**src/rtl/wcfe_pkg.sv**
```systemverilog
`timescale 1ns / 1ps
// ----------------------------------------------------------------------------
// wcfe_pkg
// Shared constants of the word clock frame encoder: the word list with the
// letter spans on the 11x10 grid and the grid-to-driver wiring.
// ----------------------------------------------------------------------------
package wcfe_pkg;

   localparam int GRID_COLS  = 11;
   localparam int GRID_ROWS  = 10;
   localparam int HOUR_WORDS = 12;

   // word indexes; the twelve hour words follow from WORD_HOUR0 in hour order
   localparam int WORD_ES      = 0;
   localparam int WORD_IST     = 1;
   localparam int WORD_FUENF   = 2;
   localparam int WORD_ZEHN    = 3;
   localparam int WORD_ZWANZIG = 4;
   localparam int WORD_VIERTEL = 5;
   localparam int WORD_NACH    = 6;
   localparam int WORD_VOR     = 7;
   localparam int WORD_HALB    = 8;
   localparam int WORD_UHR     = 9;
   localparam int WORD_EIN     = 10;
   localparam int WORD_HOUR0   = 11;
   localparam int WORD_COUNT   = WORD_HOUR0 + HOUR_WORDS;

   // two drivers of eight rows each, eight columns a row
   localparam int FRAME_LINES = 16;
   localparam int LINE_BITS   = 8;

   typedef logic [WORD_COUNT-1:0]             word_set_type;
   typedef logic [FRAME_LINES-1:0][LINE_BITS-1:0] frame_type;

   typedef struct packed {
      logic [3:0] y;
      logic [3:0] x;
      logic [2:0] len;
   } span_type;

   function automatic span_type word_span(input int w);
      span_type s;
      s = '0;
      case (w)
         WORD_ES:          s = '{y: 4'd0, x: 4'd0, len: 3'd2};
         WORD_IST:         s = '{y: 4'd0, x: 4'd3, len: 3'd3};
         WORD_FUENF:       s = '{y: 4'd0, x: 4'd7, len: 3'd4};
         WORD_ZEHN:        s = '{y: 4'd1, x: 4'd0, len: 3'd4};
         WORD_ZWANZIG:     s = '{y: 4'd1, x: 4'd4, len: 3'd7};
         WORD_VIERTEL:     s = '{y: 4'd2, x: 4'd4, len: 3'd7};
         WORD_NACH:        s = '{y: 4'd3, x: 4'd2, len: 3'd4};
         WORD_VOR:         s = '{y: 4'd3, x: 4'd6, len: 3'd3};
         WORD_HALB:        s = '{y: 4'd4, x: 4'd0, len: 3'd4};
         WORD_UHR:         s = '{y: 4'd9, x: 4'd8, len: 3'd3};
         WORD_EIN:         s = '{y: 4'd5, x: 4'd2, len: 3'd3};
         WORD_HOUR0 + 0:   s = '{y: 4'd4, x: 4'd5, len: 3'd5};
         WORD_HOUR0 + 1:   s = '{y: 4'd5, x: 4'd2, len: 3'd4};
         WORD_HOUR0 + 2:   s = '{y: 4'd5, x: 4'd0, len: 3'd4};
         WORD_HOUR0 + 3:   s = '{y: 4'd6, x: 4'd1, len: 3'd4};
         WORD_HOUR0 + 4:   s = '{y: 4'd7, x: 4'd7, len: 3'd4};
         WORD_HOUR0 + 5:   s = '{y: 4'd6, x: 4'd7, len: 3'd4};
         WORD_HOUR0 + 6:   s = '{y: 4'd9, x: 4'd1, len: 3'd5};
         WORD_HOUR0 + 7:   s = '{y: 4'd5, x: 4'd5, len: 3'd6};
         WORD_HOUR0 + 8:   s = '{y: 4'd8, x: 4'd1, len: 3'd4};
         WORD_HOUR0 + 9:   s = '{y: 4'd7, x: 4'd3, len: 3'd4};
         WORD_HOUR0 + 10:  s = '{y: 4'd8, x: 4'd5, len: 3'd4};
         WORD_HOUR0 + 11:  s = '{y: 4'd7, x: 4'd0, len: 3'd3};
         default:          s = '0;
      endcase
      return s;
   endfunction

   function automatic logic span_covers(input int w, input int y, input int x);
      span_type s;
      s = word_span(w);
      return (y == int'(s.y)) && (x >= int'(s.x)) && (x < int'(s.x) + int'(s.len));
   endfunction

   // frame line {chip, row} of grid cell (y, x)
   function automatic logic [3:0] cell_line(input int y, input int x);
      logic       chip;
      logic [2:0] row;
      chip = (y >= 2) && (x < 8);
      if (y == 0)
         row = 3'((x % 4) * 2 + 1);
      else if (y == 1)
         row = 3'((x % 4) * 2);
      else
         row = 3'(9 - y);
      return {chip, row};
   endfunction

   function automatic logic [2:0] cell_col(input int y, input int x);
      if (y < 2)
         return 3'(4 + x / 4);
      else
         return 3'((x + 1) % 8);
   endfunction

endpackage

```
**src/rtl/word_clock_frame_encoder_core.sv**
```systemverilog
`timescale 1ns / 1ps
// ----------------------------------------------------------------------------
// word_clock_frame_encoder_core
// Turns a time of day into the sixteen row patterns of a German word clock.
// ----------------------------------------------------------------------------
// usage
//   req_ channel carries one time of day (hour, minute, second) per transfer
//   rsp_ channel returns the frame as sixteen transfers: chip 0 rows 0..7,
//   then chip 1 rows 0..7; rsp_last_row marks the sixteenth
//   a time is held in an input register, decoded into a frame register when
//   the row sequencer is free, and rows leave through an output register
//   throughput: one row per cycle while the receiver is ready, set by the
//   single row sequencer; the next time is taken in while a frame streams
//   out and its first row follows the last row of the previous frame
//   directly
//   a stalled receiver freezes the output register and the row counter; the
//   input register still takes one more time, then req_ready drops
//   reset empties the input, frame and output stages; no frame is emitted
// ----------------------------------------------------------------------------
module word_clock_frame_encoder_core (
   input  logic       clock,
   input  logic       reset,
   input  logic       req_valid,
   output logic       req_ready,
   input  logic [4:0] req_hour_of_day,
   input  logic [5:0] req_minute_of_hour,
   input  logic [5:0] req_second_of_minute,
   output logic       rsp_valid,
   input  logic       rsp_ready,
   output logic       rsp_matrix_chip,
   output logic [2:0] rsp_matrix_row,
   output logic [7:0] rsp_row_pattern,
   output logic       rsp_last_row
);
   import wcfe_pkg::*;

   localparam logic [3:0] LAST_LINE = 4'(FRAME_LINES - 1);

   // input register
   logic       hold_valid_ff, hold_valid_in;
   logic [4:0] hold_hour_ff;
   logic [5:0] hold_minute_ff;
   logic [5:0] hold_second_ff;

   // frame register and row sequencer
   frame_type  frame_ff;
   logic       active_ff, active_in;
   logic [3:0] line_ff, line_in;

   // output register
   logic       rsp_valid_ff, rsp_valid_in;
   logic       rsp_chip_ff;
   logic [2:0] rsp_row_ff;
   logic [7:0] rsp_pattern_ff;
   logic       rsp_last_ff;

   word_set_type words;
   frame_type    frame_next;
   logic         step;
   logic         finishing;
   logic         load;
   logic         req_xfer;

   wcfe_phrase u_phrase (
      .hour_of_day      (hold_hour_ff),
      .minute_of_hour   (hold_minute_ff),
      .second_of_minute (hold_second_ff),
      .words            (words)
   );

   wcfe_frame_map u_frame_map (
      .words (words),
      .frame (frame_next)
   );

   // a row of the active frame moves into the output register whenever that register frees up
   assign step      = active_ff && (!rsp_valid_ff || rsp_ready);
   assign finishing = step && (line_ff == LAST_LINE);
   // a held time becomes the new frame once the sequencer is idle or ending
   assign load      = hold_valid_ff && (!active_ff || finishing);
   // no transfer is taken while reset is held
   assign req_ready = !reset && (!hold_valid_ff || load);
   assign req_xfer  = req_valid && req_ready;

   always_comb begin
      hold_valid_in = hold_valid_ff;
      if (req_xfer)
         hold_valid_in = 1'b1;
      else if (load)
         hold_valid_in = 1'b0;

      active_in = active_ff;
      if (load)
         active_in = 1'b1;
      else if (finishing)
         active_in = 1'b0;

      line_in = line_ff;
      if (load)
         line_in = '0;
      else if (step)
         line_in = line_ff + 4'd1;

      rsp_valid_in = rsp_valid_ff;
      if (step)
         rsp_valid_in = 1'b1;
      else if (rsp_ready)
         rsp_valid_in = 1'b0;
   end

   always_ff @(posedge clock) begin
      if (reset) begin
         hold_valid_ff <= 1'b0;
         active_ff     <= 1'b0;
         line_ff       <= '0;
         rsp_valid_ff  <= 1'b0;
      end else begin
         hold_valid_ff <= hold_valid_in;
         active_ff     <= active_in;
         line_ff       <= line_in;
         rsp_valid_ff  <= rsp_valid_in;
      end
   end

   // payload registers
   always_ff @(posedge clock) begin
      if (req_xfer) begin
         hold_hour_ff   <= req_hour_of_day;
         hold_minute_ff <= req_minute_of_hour;
         hold_second_ff <= req_second_of_minute;
      end
      if (load)
         frame_ff <= frame_next;
      if (step) begin
         rsp_chip_ff    <= line_ff[3];
         rsp_row_ff     <= line_ff[2:0];
         rsp_pattern_ff <= frame_ff[line_ff];
         rsp_last_ff    <= (line_ff == LAST_LINE);
      end
   end

   assign rsp_valid       = rsp_valid_ff;
   assign rsp_matrix_chip = rsp_chip_ff;
   assign rsp_matrix_row  = rsp_row_ff;
   assign rsp_row_pattern = rsp_pattern_ff;
   assign rsp_last_row    = rsp_last_ff;

endmodule

```
**src/rtl/wcfe_phrase.sv**
```systemverilog
`timescale 1ns / 1ps
// ----------------------------------------------------------------------------
// wcfe_phrase
// Rounds the time to five minutes and picks the set of words to light.
// ----------------------------------------------------------------------------
module wcfe_phrase (
   input  logic [4:0]                hour_of_day,
   input  logic [5:0]                minute_of_hour,
   input  logic [5:0]                second_of_minute,
   output wcfe_pkg::word_set_type    words
);
   import wcfe_pkg::*;

   localparam logic [5:0] SECOND_HALF   = 6'd30;
   localparam logic [5:0] HOURS_PER_DAY = 6'd24;
   localparam logic [4:0] HOURS_HALF    = 5'd12;
   localparam logic [4:0] LAST_HOUR     = 5'd23;

   logic       s30;
   logic [5:0] hour_plus;
   logic [4:0] next_hour;
   logic [4:0] sel_hour;
   logic [4:0] hour_mod;
   logic       plural;

   function automatic logic past(input logic [5:0] m, input logic s_half,
                                 input logic [5:0] k);
      return (m > k) || ((m >= k) && s_half);
   endfunction

   assign s30       = second_of_minute >= SECOND_HALF;
   assign hour_plus = {1'b0, hour_of_day} + 6'd1;
   assign next_hour = (hour_plus >= HOURS_PER_DAY) ? 5'(hour_plus - HOURS_PER_DAY)
                                                   : hour_plus[4:0];

   always_comb begin
      words    = '0;
      sel_hour = next_hour;
      plural   = 1'b1;
      words[WORD_ES]  = 1'b1;
      words[WORD_IST] = 1'b1;

      if (past(minute_of_hour, s30, 6'd57) || (minute_of_hour < 6'd3 && !s30) ||
          minute_of_hour < 6'd2) begin
         sel_hour = (minute_of_hour > 6'd2) ? next_hour : hour_of_day;
         plural   = 1'b0;
         words[WORD_UHR] = 1'b1;
      end else if (past(minute_of_hour, s30, 6'd52)) begin
         words[WORD_FUENF] = 1'b1;
         words[WORD_VOR]   = 1'b1;
      end else if (past(minute_of_hour, s30, 6'd47)) begin
         words[WORD_ZEHN] = 1'b1;
         words[WORD_VOR]  = 1'b1;
      end else if (past(minute_of_hour, s30, 6'd42)) begin
         words[WORD_VIERTEL] = 1'b1;
         words[WORD_VOR]     = 1'b1;
      end else if (past(minute_of_hour, s30, 6'd37)) begin
         words[WORD_ZWANZIG] = 1'b1;
         words[WORD_VOR]     = 1'b1;
      end else if (past(minute_of_hour, s30, 6'd32)) begin
         words[WORD_FUENF] = 1'b1;
         words[WORD_NACH]  = 1'b1;
         words[WORD_HALB]  = 1'b1;
      end else if (past(minute_of_hour, s30, 6'd27)) begin
         words[WORD_HALB] = 1'b1;
      end else if (past(minute_of_hour, s30, 6'd22)) begin
         words[WORD_FUENF] = 1'b1;
         words[WORD_VOR]   = 1'b1;
         words[WORD_HALB]  = 1'b1;
      end else if (past(minute_of_hour, s30, 6'd17)) begin
         words[WORD_ZWANZIG] = 1'b1;
         words[WORD_NACH]    = 1'b1;
         sel_hour            = hour_of_day;
      end else if (past(minute_of_hour, s30, 6'd12)) begin
         words[WORD_VIERTEL] = 1'b1;
      end else if (past(minute_of_hour, s30, 6'd7)) begin
         words[WORD_ZEHN] = 1'b1;
         words[WORD_NACH] = 1'b1;
         sel_hour         = hour_of_day;
      end else begin
         words[WORD_FUENF] = 1'b1;
         words[WORD_NACH]  = 1'b1;
         sel_hour          = hour_of_day;
      end

      hour_mod = (sel_hour >= HOURS_HALF) ? sel_hour - HOURS_HALF : sel_hour;

      // hours past the end of the day light no hour word
      if (sel_hour <= LAST_HOUR) begin
         if (hour_mod == 5'd1 && !plural)
            words[WORD_EIN] = 1'b1;
         else
            words[WORD_HOUR0 + int'(hour_mod)] = 1'b1;
      end
   end

endmodule

```
**src/rtl/wcfe_frame_map.sv**
```systemverilog
`timescale 1ns / 1ps
// ----------------------------------------------------------------------------
// wcfe_frame_map
// Lights the letters of the chosen words and routes each grid cell to its
// driver chip, row and column.
// ----------------------------------------------------------------------------
module wcfe_frame_map (
   input  wcfe_pkg::word_set_type words,
   output wcfe_pkg::frame_type     frame
);
   import wcfe_pkg::*;

   always_comb begin
      logic lit;
      frame = '0;
      for (int y = 0; y < GRID_ROWS; y++) begin
         for (int x = 0; x < GRID_COLS; x++) begin
            lit = 1'b0;
            for (int w = 0; w < WORD_COUNT; w++) begin
               if (words[w] && span_covers(w, y, x))
                  lit = 1'b1;
            end
            frame[cell_line(y, x)][cell_col(y, x)] =
               frame[cell_line(y, x)][cell_col(y, x)] | lit;
         end
      end
   end

endmodule

```
**config.mk**
```make
export PLATFORM = sky130hd
export DESIGN_NAME = word_clock_frame_encoder_core
export DESIGN_NICKNAME = d
export VERILOG_FILES = /design/src/rtl/wcfe_pkg.sv /design/src/rtl/word_clock_frame_encoder_core.sv /design/src/rtl/wcfe_phrase.sv /design/src/rtl/wcfe_frame_map.sv
export SDC_FILE = /design/constraint.sdc
export NUM_CORES = 1
export LEC_CHECK = 0
export BUFFER_PORTS_ARGS = -buffer_cell sky130_fd_sc_hd__buf_2
export CAP_MARGIN = 20
export CORE_MARGIN = 2
export CORE_UTILIZATION = 46
export DETAILED_ROUTE_END_ITERATION = 8
export GPL_ROUTABILITY_DRIVEN = 0
export GPL_TIMING_DRIVEN = 1
export PLACE_DENSITY_LB_ADDON = 0.15
export SLEW_MARGIN = 20
export SYNTH_ARGS = -nofsm -noshare
export SYNTH_HDL_FRONTEND = slang
export SYNTH_SLANG_ARGS = --single-unit
```
**constraint.sdc**
```tcl
create_clock -name clock -period 8.4 [get_ports clock]
set_input_delay 1.68 -clock clock [delete_from_list [all_inputs] [get_ports clock]]
set_output_delay 1.68 -clock clock [all_outputs]
set_load 0.03 [all_outputs]
```
==> summary.txt, run 1 <==
Logic synthesis
  • Post-synthesis net count: around 350
  • Ranking of synthesized cells by area: edfxtp_1 (46%), nor2_1 (4.6%), dfxtp_1 (4.2%)
  • Yosys cell types: 67
  • Mapped Area: 3300 µm²
  • Ys flop type: edfxtp_1
  • Syn_area_per_cell: ~10 µm²
  • Top-area cell type share of the netlist area: between 40% and 50%
  • Mapped Cells: 323
  • Largest area contributor in the netlist: edfxtp_1
  • Post-synthesis sequential area ratio: about half
  • Synthesis Warnings: 0
  • Ys async rst share: 0%
  • Number of flops mapped to enable cells by yosys: 51
  • #FFs+latches synth: 58

Place
  • Final HPWL DP: around 4.1 mm
  • Port Buffers: 34
  • Placed Cells incl. Taps: 440

Worst setup path
  • Most frequent CP cell: buf_2
  • CP peak stage delay: 220 ps
  • Worst path cell trace: buf_2, nor2b_1, o21a_1, a21oi_1, buf_2
  • Crit path capture type: output port
  • Crit path required time: roughly 6700 ps
  • FF-to-FF setup slack: between 4000 and 5000 ps
  • Crit path kind: primary input to output port
  • CP max-delay cell: o21a_1
  • CP max FO: 4
  • Arrival time worst endpoint: roughly 2400 ps
  • Startpoint types: primary input

Global route
  • Largest net degree at the start of global routing: 30
  • First-pass GRT wire length: 9.97 mm
  • Via count of the first global-routing pass: about 2,200
  • GRT Total Usage: between 10% and 20%
  • Antenna violations before repair: 0
  • Remaining global-route overflow: 0

Floorplanning
  • Die extent in y: around 89 µm
  • Num rows: 30
  • IO Count: 36
  • Die W: between 80 and 90 µm
  • Starting density of the core: 48.0%
  • Core area: just under 7000 µm²
  • Die ar.: ~7900 µm²

Final layout
  • Synthesis-to-layout area growth: 14.1%
  • N_diodes: 0
  • Layout Nets: 381
  • Final Util: 54.8%
  • Commonest non-fill, non-tap cells in the layout: edfxtp_1 (51), nor2_1 (40), buf_2 (34)
  • Commonest non-fill, non-tap cell in the layout: edfxtp_1
  • Fillers: between 500 and 600
  • Share of layout cells above drive strength 1: around a fifth
  • Filler-free cell count of the finished design: ~460

CTS
  • Clock slew at reported path FFs: approximately 70 ps
  • Hold buffers post-CTS: 0
  • Worst-skew pair later-pin latency: 340 ps
  • CTS max path bufs: 2
  • Clock root buffer: clkbuf_8
  • TritonCTS buffer count: 9
  • CTS HTree Levels: 3
  • Post_cts resized: 0
  • CTS Sinks: between 50 and 60
  • Setup Fix Bufs, Post-CTS: 0
  • CTS tree: built

Timing
  • Fin. max-slew vios: 0
  • Max Clock Skew: 11.9 ps
  • Relative slew slack: between 30% and 40%
  • Period utilization: approximately half
  • Worst Tran Pin Value: approximately 1000 ps
  • RSZ-0062 raised after global routing: false
  • Setup Viol. Count Final: 0
  • Final hold violation count: 0
  • Max Clock Freq: 243 MHz
  • Setup TNS: 0 ps
  • Min Tclk post-route: 4120 ps

Detailed routing
  • Pre-antenna DRT Iters: 5
  • DR vias/cell: ~5.3
  • Via count: between 2,000 and 2,500
  • Mean routed wirelength per cell: 12.8 µm
  • Drt drc: 0
  • Drt initial violations: 92
  • Total Wirelength: ~6 mm
  • Final ANT Viol Nets: 0

Power
  • Static Leak: roughly 1.4 nW
  • PD cells: between 150 and 200 nW/µm²
  • Peak supply drop: ~0.11 mV

Outcome
  • Run status: finished clean

Hold path
  • Worst hold path type: flip-flop to flip-flop

Run
  • Total of max-cap violations: 0
==> where the power goes <==
part           internal (W)  total (W)  switching, W
Sequential         0.000330   0.000338    0.00000835
Clock              0.000151   0.000268      0.000116
Combinational     0.0000384   0.000101     0.0000621
Total              0.000520   0.000707      0.000187
==> kinds of logic (layout without fill, tap and decap cells) <==
kind of cell / after synthesis / count (layout) / share of synthesized area, %
buffers and inverters: 23 / 60 / 2.73
muxes: 12 / 12 / 3.79
and+or+nand+nor: 127 / 127 / 19.4
adders and majority gates: 5 / 5 / 1.90
xor gates and xnor gates: 9 / 9 / 2.96
AOI/OAI and AO/OA: 89 / 89 / 18.5
DFF: 58 / 58 / 50.7
==> cells in the mapped netlist, drive strengths merged (5+ instances only) <==
cell type   n
a21oi      25
a31oi       6
and3        5
clkbuf     11
dfxtp       7
edfxtp     51
ha          5
inv         8
mux2i      11
nand2      24
nand2b      9
nand3      12
nor2       41
nor2b      10
nor3        5
o21ai      22
xor2        5
==> final cells by class <==
cell class                 count  area (µm²)  share of cell area (%)
clock inverter                 4        28.8                   0.765
tap                           96         120                    3.19
sequential                    58        1670                    44.4
multi-input combinational    242        1540                    40.9
clock buffer                  12         188                    4.99
timing repair buffer          36         185                    4.92
inverter                       8        30.0                   0.798
==> per-layer routing <==
layer | global-route usage [%] | vias to the layer above | part of all wire, %
met5 | 0 | - | 0
met4 | 7.16 | 0 | 1.6
met2 | 25.6 | 63 | 47
met1 | 21.9 | 1089 | 46
met3 | 5.41 | 12 | 5.5
li1 | - | 1264 | -
==> worst paths after layout <==
kind,from,to,cells past startpoint
setup / recovery,rsp_ready,req_ready,5
setup reg to reg,hold_minute_ff[4],frame_ff[82],11
hold / removal,active_ff,rsp_valid,2
hold reg to reg,active_ff,rsp_valid,2
==> critical path, delay by kind of cell <==
| kind | cells | cell delay, ps |
|---|---|---|
| simple gates | 1 | 170 |
| compound gates | 2 | 310 |
| buf+inv | 2 | 270 |
==> flip-flops by register name, summed over array words and instances, names as in the netlist, 3 cells and up <==
name / count
rsp_row_pattern: 8
rsp_matrix_row: 3
hold_second_ff: 5
frame_ff: 22
line_ff: 4
hold_hour_ff: 5
hold_minute_ff: 6
==> metrics by stage <==
stage	power (W)	worst slack [ps]	hold WS, ps	instance area, µm²
3_5_place_dp	0.000445	4270	479	3550
4_1_cts	0.000713	4270	499	3760
3_3_place_gp	0.000444	4280	470	3550
2_1_floorplan	0.000421	4240	432	3300
5_1_grt	0.000740	4170	531	3760
6_report	0.000707	4280	499	3760
(Power assumes the default switching activity.)
==> inputs of run 2 (changes only) <==
==> constraint.sdc (replaced) <==
create_clock -name clock -period 3.5 [get_ports clock]
set_input_delay 0.7 -clock clock [delete_from_list [all_inputs] [get_ports clock]]
set_output_delay 0.7 -clock clock [all_outputs]
set_load 0.03 [all_outputs]
==> summary.txt, run 2 (same netlist as run 1, synthesis figures left out) <==
Worst setup path
  • R2R Path End: frame_ff[102]
  • CP max FO: 12
  • Source of the critical timing path: hold_minute_ff[4]
  • Worst Path Buf+Inv: 3
  • Top delay family on crit path: simple AND/OR/NAND/NOR gates
  • Worst path cell trace: nor2b_1, and3_1, a21o_4, o21ai_4, xor2_4, inv_2, ha_1, inv_1, nand4_1, o21ai_0, buf_4, a31oi_1, nand3_1, o32ai_2
  • Crit path required time: roughly 3600 ps
  • Startpoint types: flip-flop
  • Arrival time worst endpoint: between 3000 and 4000 ps
  • Crit path kind: flip-flop to flip-flop
  • Reg2Reg Launch Point: hold_minute_ff[4]
  • CP max-delay cell: edfxtp_1
  • R2r worst-path depth: 14
  • CP peak stage delay: 540 ps
  • Crit path capture type: flip-flop
  • FF-to-FF setup slack: 320 ps

Final layout
  • Synthesis-to-layout area growth: 16.5%
  • Max FFs per register: 22
  • Commonest non-fill, non-tap cell in the layout: edfxtp_1
  • Final Util: 55.9%
  • Multi-input logic area: 1540 µm²
  • N_diodes: 0
  • Finished Cell Area: approximately 3800 µm²
  • FF/Latch Area: ~1700 µm²
  • Filler-free cell count of the finished design: between 400 and 500
  • Share of layout cells above drive strength 1: a little over a fifth
  • Commonest non-fill, non-tap cells in the layout: edfxtp_1 (51), nor2_1 (40), buf_2 (34)
  • Most flops, register: frame_ff
  • Layout Nets: 390
  • Fillers: between 600 and 700

Floorplanning
  • Core area: slightly below 7000 µm²
  • Die extent in y: 88.7 µm
  • Die W: a little under 90 µm
  • IO Count: 36
  • Die ar.: slightly below 8000 µm²
  • Starting density of the core: between 40% and 50%
  • Num rows: 30

CTS
  • CTS Sinks: between 50 and 60
  • Hold buffers post-CTS: 0
  • TritonCTS buffer count: 9
  • Post_cts resized: 0
  • Clock slew at reported path FFs: about 70 ps
  • Setup Fix Bufs, Post-CTS: 0
  • CTS max path bufs: 2
  • CTS HTree Levels: 3
  • CTS tree: built
  • Worst-skew pair later-pin latency: approximately 340 ps
  • Clock root buffer: clkbuf_8

Hold path
  • WHS Path Cells: 2
  • HP Start: active_ff
  • Worst hold path endpoint: rsp_valid
  • Worst hold path type: flip-flop to flip-flop

Timing
  • Relative slew slack: a little over half
  • Worst hold slack: roughly 490 ps
  • Worst Tran Pin Value: between 700 and 800 ps
  • Final hold violation count: 0
  • Period utilization: around nine tenths
  • Max Clock Freq: around 310 MHz
  • Setup Viol. Count Final: 0
  • Setup TNS: 0 ps
  • Max Clock Skew: ~9.0 ps
  • RSZ-0062 raised after global routing: false
  • Fin. max-slew vios: 0
  • Min Tclk post-route: around 3200 ps

Detailed routing
  • Drt drc: 0
  • Drt initial violations: between 80 and 90
  • Total Wirelength: 6.01 mm
  • Pre-antenna DRT Iters: 4
  • Final ANT Viol Nets: 0
  • Mean routed wirelength per cell: roughly 13 µm
  • Via count: 2,502
  • DR vias/cell: around 5.4

Global route
  • GRT Total Usage: around 17%
  • Largest net degree at the start of global routing: 29
  • Antenna violations before repair: 0
  • Via count of the first global-routing pass: around 2,200
  • Remaining global-route overflow: 0
  • First-pass GRT wire length: between 10 and 15 mm

Power
  • Peak supply drop: about 0.22 mV
  • PD cells: 459 nW/µm²
  • Static Leak: roughly 1.4 nW

Outcome
  • Run status: finished clean

Place
  • Port Buffers: 34
  • Cell Area, Placed: about 3600 µm²
  • Placed Cells incl. Taps: 449
  • Final HPWL DP: 4.35 mm

Run
  • Total of max-cap violations: 0
==> run 2: cell count changes in the layout (fill, tap and decap cells not counted) <==
cell and delta:
clkbuf_16 -2, clkinv_4 +2, inv_6 -1, buf_4 +9, clkinvlp_4 -1, bufinv_16 +2
==> run 2: tightest hold or removal path: stages (launching register included) <==
cell	delay, ps
dfxtp_1	340
nor2_1	50
nor2_1	70
==> run 2: power by group <==
| part | internal [W] | total (W) | switching (W) |
|---|---|---|---|
| Combinational | 0.0000998 | 0.000255 | 0.000155 |
| Sequential | 0.000792 | 0.000810 | 0.0000181 |
| Clock | 0.000421 | 0.000698 | 0.000277 |
| Total | 0.00131 | 0.00176 | 0.000449 |
==> run 2: stage by stage <==
stage	setup WS (ps)	power [W]
after floorplan	403	0.00101
after global placement	394	0.00107
after detailed placement	339	0.00108
after CTS	327	0.00177
after global routing	106	0.00184
final	317	0.00176
==> run 2: worst max path at each step <==
| stage | slack (ps) | to | depth (start not counted) |
|---|---|---|---|
| 2_1_floorplan | 400 | frame_ff[82] | 13 |
| 6_report | 320 | frame_ff[102] | 14 |
| 4_1_cts | 330 | frame_ff[102] | 14 |
| 3_3_place_gp | 390 | frame_ff[102] | 14 |
| 5_1_grt | 110 | frame_ff[82] | 14 |
| 3_5_place_dp | 340 | frame_ff[102] | 14 |
==> run 2: routing by layer <==
| layer | vias up | global-route usage [%] | wire length [µm] | share of wire (%) |
|---|---|---|---|---|
| met5 | - | 0 | 0 | 0 |
| met4 | 0 | 8.13 | 123 | 2.0 |
| met3 | 12 | 3.73 | 230 | 3.8 |
| met2 | 63 | 27.9 | 2890 | 48 |
| met1 | 1146 | 21.0 | 2760 | 46 |
| li1 | 1281 | - | - | - |
==> run 2: cell type report <==
class	instances	share of cell area (%)
Tap cell	96	3.13
Sequential cell	58	43.5
Clock buffer	10	3.58
Inverter	8	0.782
Multi-Input combinational cell	242	40.1
Timing Repair Buffer	45	6.58
Clock inverter	6	2.35
==> inputs of run 3 (changes only) <==
--- a/config.mk
+++ b/config.mk
@@ -7,11 +7,12 @@
 export LEC_CHECK = 0
 export BUFFER_PORTS_ARGS = -buffer_cell sky130_fd_sc_hd__buf_2
 export CAP_MARGIN = 20
-export CORE_MARGIN = 2
+export CORE_MARGIN = 5
 export CORE_UTILIZATION = 46
 export DETAILED_ROUTE_END_ITERATION = 8
 export GPL_ROUTABILITY_DRIVEN = 0
 export GPL_TIMING_DRIVEN = 1
+export MAX_ROUTING_LAYER = met4
 export PLACE_DENSITY_LB_ADDON = 0.15
 export SLEW_MARGIN = 20
 export SYNTH_ARGS = -nofsm -noshare
==> constraint.sdc (replaced) <==
create_clock -name clock -period 3.5 [get_ports clock]
set_input_delay 0.525 -clock clock [delete_from_list [all_inputs] [get_ports clock]]
set_output_delay 0.525 -clock clock [all_outputs]
set_load 0.03 [all_outputs]
==> summary.txt, run 3 (same netlist as run 1, synthesis figures left out) <==
Timing
  • Max Clock Skew: about 13 ps
  • Fin. max-slew vios: 0
  • Period utilization: between 90% and 100%
  • Max Clock Freq: 307 MHz
  • Worst Tran Pin Value: between 600 and 700 ps
  • Setup WS post-layout: around 240 ps
  • Final hold violation count: 0
  • Relative slew slack: between 50% and 60%
  • RSZ-0062 raised after global routing: false
  • Min Tclk post-route: 3260 ps
  • Setup Viol. Count Final: 0
  • Setup TNS: 0 ps

Floorplanning
  • Die extent in y: about 95 µm
  • Core area: approximately 6900 µm²
  • IO Count: 36
  • Die W: approximately 95 µm
  • Die ar.: 8960 µm²
  • Starting density of the core: 48.0%
  • Num rows: 30

Hold path
  • HP Start: req_second_of_minute[2]
  • Worst hold path endpoint: hold_second_ff[2]
  • Worst hold path type: primary input to flip-flop
  • WHS Path Cells: 1

Detailed routing
  • Via count: 2,508
  • Drt drc: 0
  • Final ANT Viol Nets: 0
  • Total Wirelength: 6.00 mm
  • DR vias/cell: between 5 and 6
  • Mean routed wirelength per cell: approximately 13 µm
  • Pre-antenna DRT Iters: 4
  • Drt initial violations: between 100 and 150

Final layout
  • Finished Cell Area: around 3800 µm²
  • Commonest non-fill, non-tap cell in the layout: edfxtp_1
  • Most flops, register: frame_ff
  • N_diodes: 0
  • Share of layout cells above drive strength 1: 22.0%
  • Layout Nets: 390
  • Commonest non-fill, non-tap cells in the layout: edfxtp_1 (51), nor2_1 (40), buf_2 (34)
  • Fillers: roughly 640
  • Filler-free cell count of the finished design: ~470
  • Max FFs per register: 22
  • Synthesis-to-layout area growth: 15.0%

Worst setup path
  • CP peak stage delay: approximately 360 ps
  • FF-to-FF setup slack: 240 ps
  • Crit path kind: flip-flop to flip-flop
  • Worst Path Buf+Inv: 3
  • Crit path required time: 3560 ps
  • Top delay family on crit path: compound AO/OA/AOI/OAI gates
  • R2R Path End: frame_ff[102]
  • Worst path cell trace: a41o_2, o21ai_2, o21ai_1, o21ai_4, xor2_4, inv_2, ha_1, inv_1, nand4_1, o21ai_0, buf_4, a31oi_1, nand3_1, o32ai_2
  • Arrival time worst endpoint: 3320 ps
  • Crit path capture type: flip-flop
  • CP max-delay cell: edfxtp_1
  • Startpoint types: flip-flop
  • Reg2Reg Launch Point: hold_second_ff[4]
  • CP max FO: 8
  • R2r worst-path depth: 14

Place
  • Placed Cells incl. Taps: approximately 450
  • Place WS: around 310 ps
  • Final HPWL DP: 4.37 mm
  • Port Buffers: 34
  • Cell Area, Placed: 3610 µm²

Power
  • Static Leak: roughly 1.4 nW
  • PD cells: roughly 420 nW/µm²
  • Peak supply drop: between 0.2 and 0.25 mV

Global route
  • Via count of the first global-routing pass: between 2,000 and 2,500
  • GRT Total Usage: approximately 15%
  • Largest net degree at the start of global routing: 29
  • First-pass GRT wire length: between 10 and 15 mm
  • Antenna violations before repair: 0
  • Remaining global-route overflow: 0

CTS
  • CTS Sinks: 58
  • Clock slew at reported path FFs: approximately 70 ps
  • CTS HTree Levels: 3
  • CTS tree: built
  • Clock root buffer: clkbuf_8
  • TritonCTS buffer count: 9
  • Worst-skew pair later-pin latency: 330 ps
  • CTS max path bufs: 2
  • Setup Fix Bufs, Post-CTS: 0
  • Post_cts resized: 0
  • Hold buffers post-CTS: 0

Outcome
  • Run status: finished clean

Run
  • Total of max-cap violations: 0
run 3: cell count changes in the layout (fill, tap and decap cells not counted):
cell / delta
bufinv_16: -2
inv_6: +1
clkinvlp_4: +2
clkinv_2: +1
clkinv_4: -2
run 3: metal layers:
layer	wire, µm	part of all wire, %	vias up	global-route usage, %
li1	-	-	1283	-
met1	2780	46	1134	18.8
met2	2770	46	74	23.3
met3	310	5.2	17	3.19
met4	148	2.5	0	6.97
met5	0	0	-	-
run 3: worst max path at each step:
stage                 startpoint             to  depth (start not counted)
2_1_floorplan  hold_second_ff[4]   frame_ff[82]                         13
3_3_place_gp   hold_minute_ff[4]  frame_ff[102]                         14
3_5_place_dp   hold_minute_ff[4]  frame_ff[102]                         14
4_1_cts        hold_second_ff[3]  frame_ff[102]                         14
5_1_grt        hold_second_ff[3]  frame_ff[102]                         14
6_report       hold_second_ff[4]  frame_ff[102]                         14
run 3: cell type report:
cell class,count,area [µm²],share of cell area [%]
Sequential cell,58,1670,44.1
Tap cell,96,120,3.17
Multi-Input combinational cell,242,1540,40.6
Clock inverter,6,41.3,1.09
Timing Repair Buffer,45,253,6.66
Inverter,8,30.0,0.792
Clock buffer,10,138,3.63
run 3: report_power, final:
group / internal (W) / total (W) / switching [W]
registers: 0.000792 / 0.000810 / 0.0000181
logic: 0.0000997 / 0.000254 / 0.000155
clock network: 0.000275 / 0.000544 / 0.000269
run 3: per-stage QoR:
step	util, %	total power [W]	hold WS [ps]
floorplan	-	0.00101	432
global placement	52.6	0.00107	468
detailed placement	52.6	0.00108	483
CTS	55.2	0.00163	343
global route	55.2	0.00170	341
finish	55.2	0.00161	360
run 3: worst reg2reg max path, cell delays in order, from the launching register on:
cell,delay [ps]
edfxtp_1,360
a41o_2,320
o21ai_2,230
o21ai_1,260
o21ai_4,280
xor2_4,280
inv_2,60
ha_1,190
inv_1,90
nand4_1,180
o21ai_0,240
buf_4,160
a31oi_1,40
nand3_1,180
o32ai_2,110
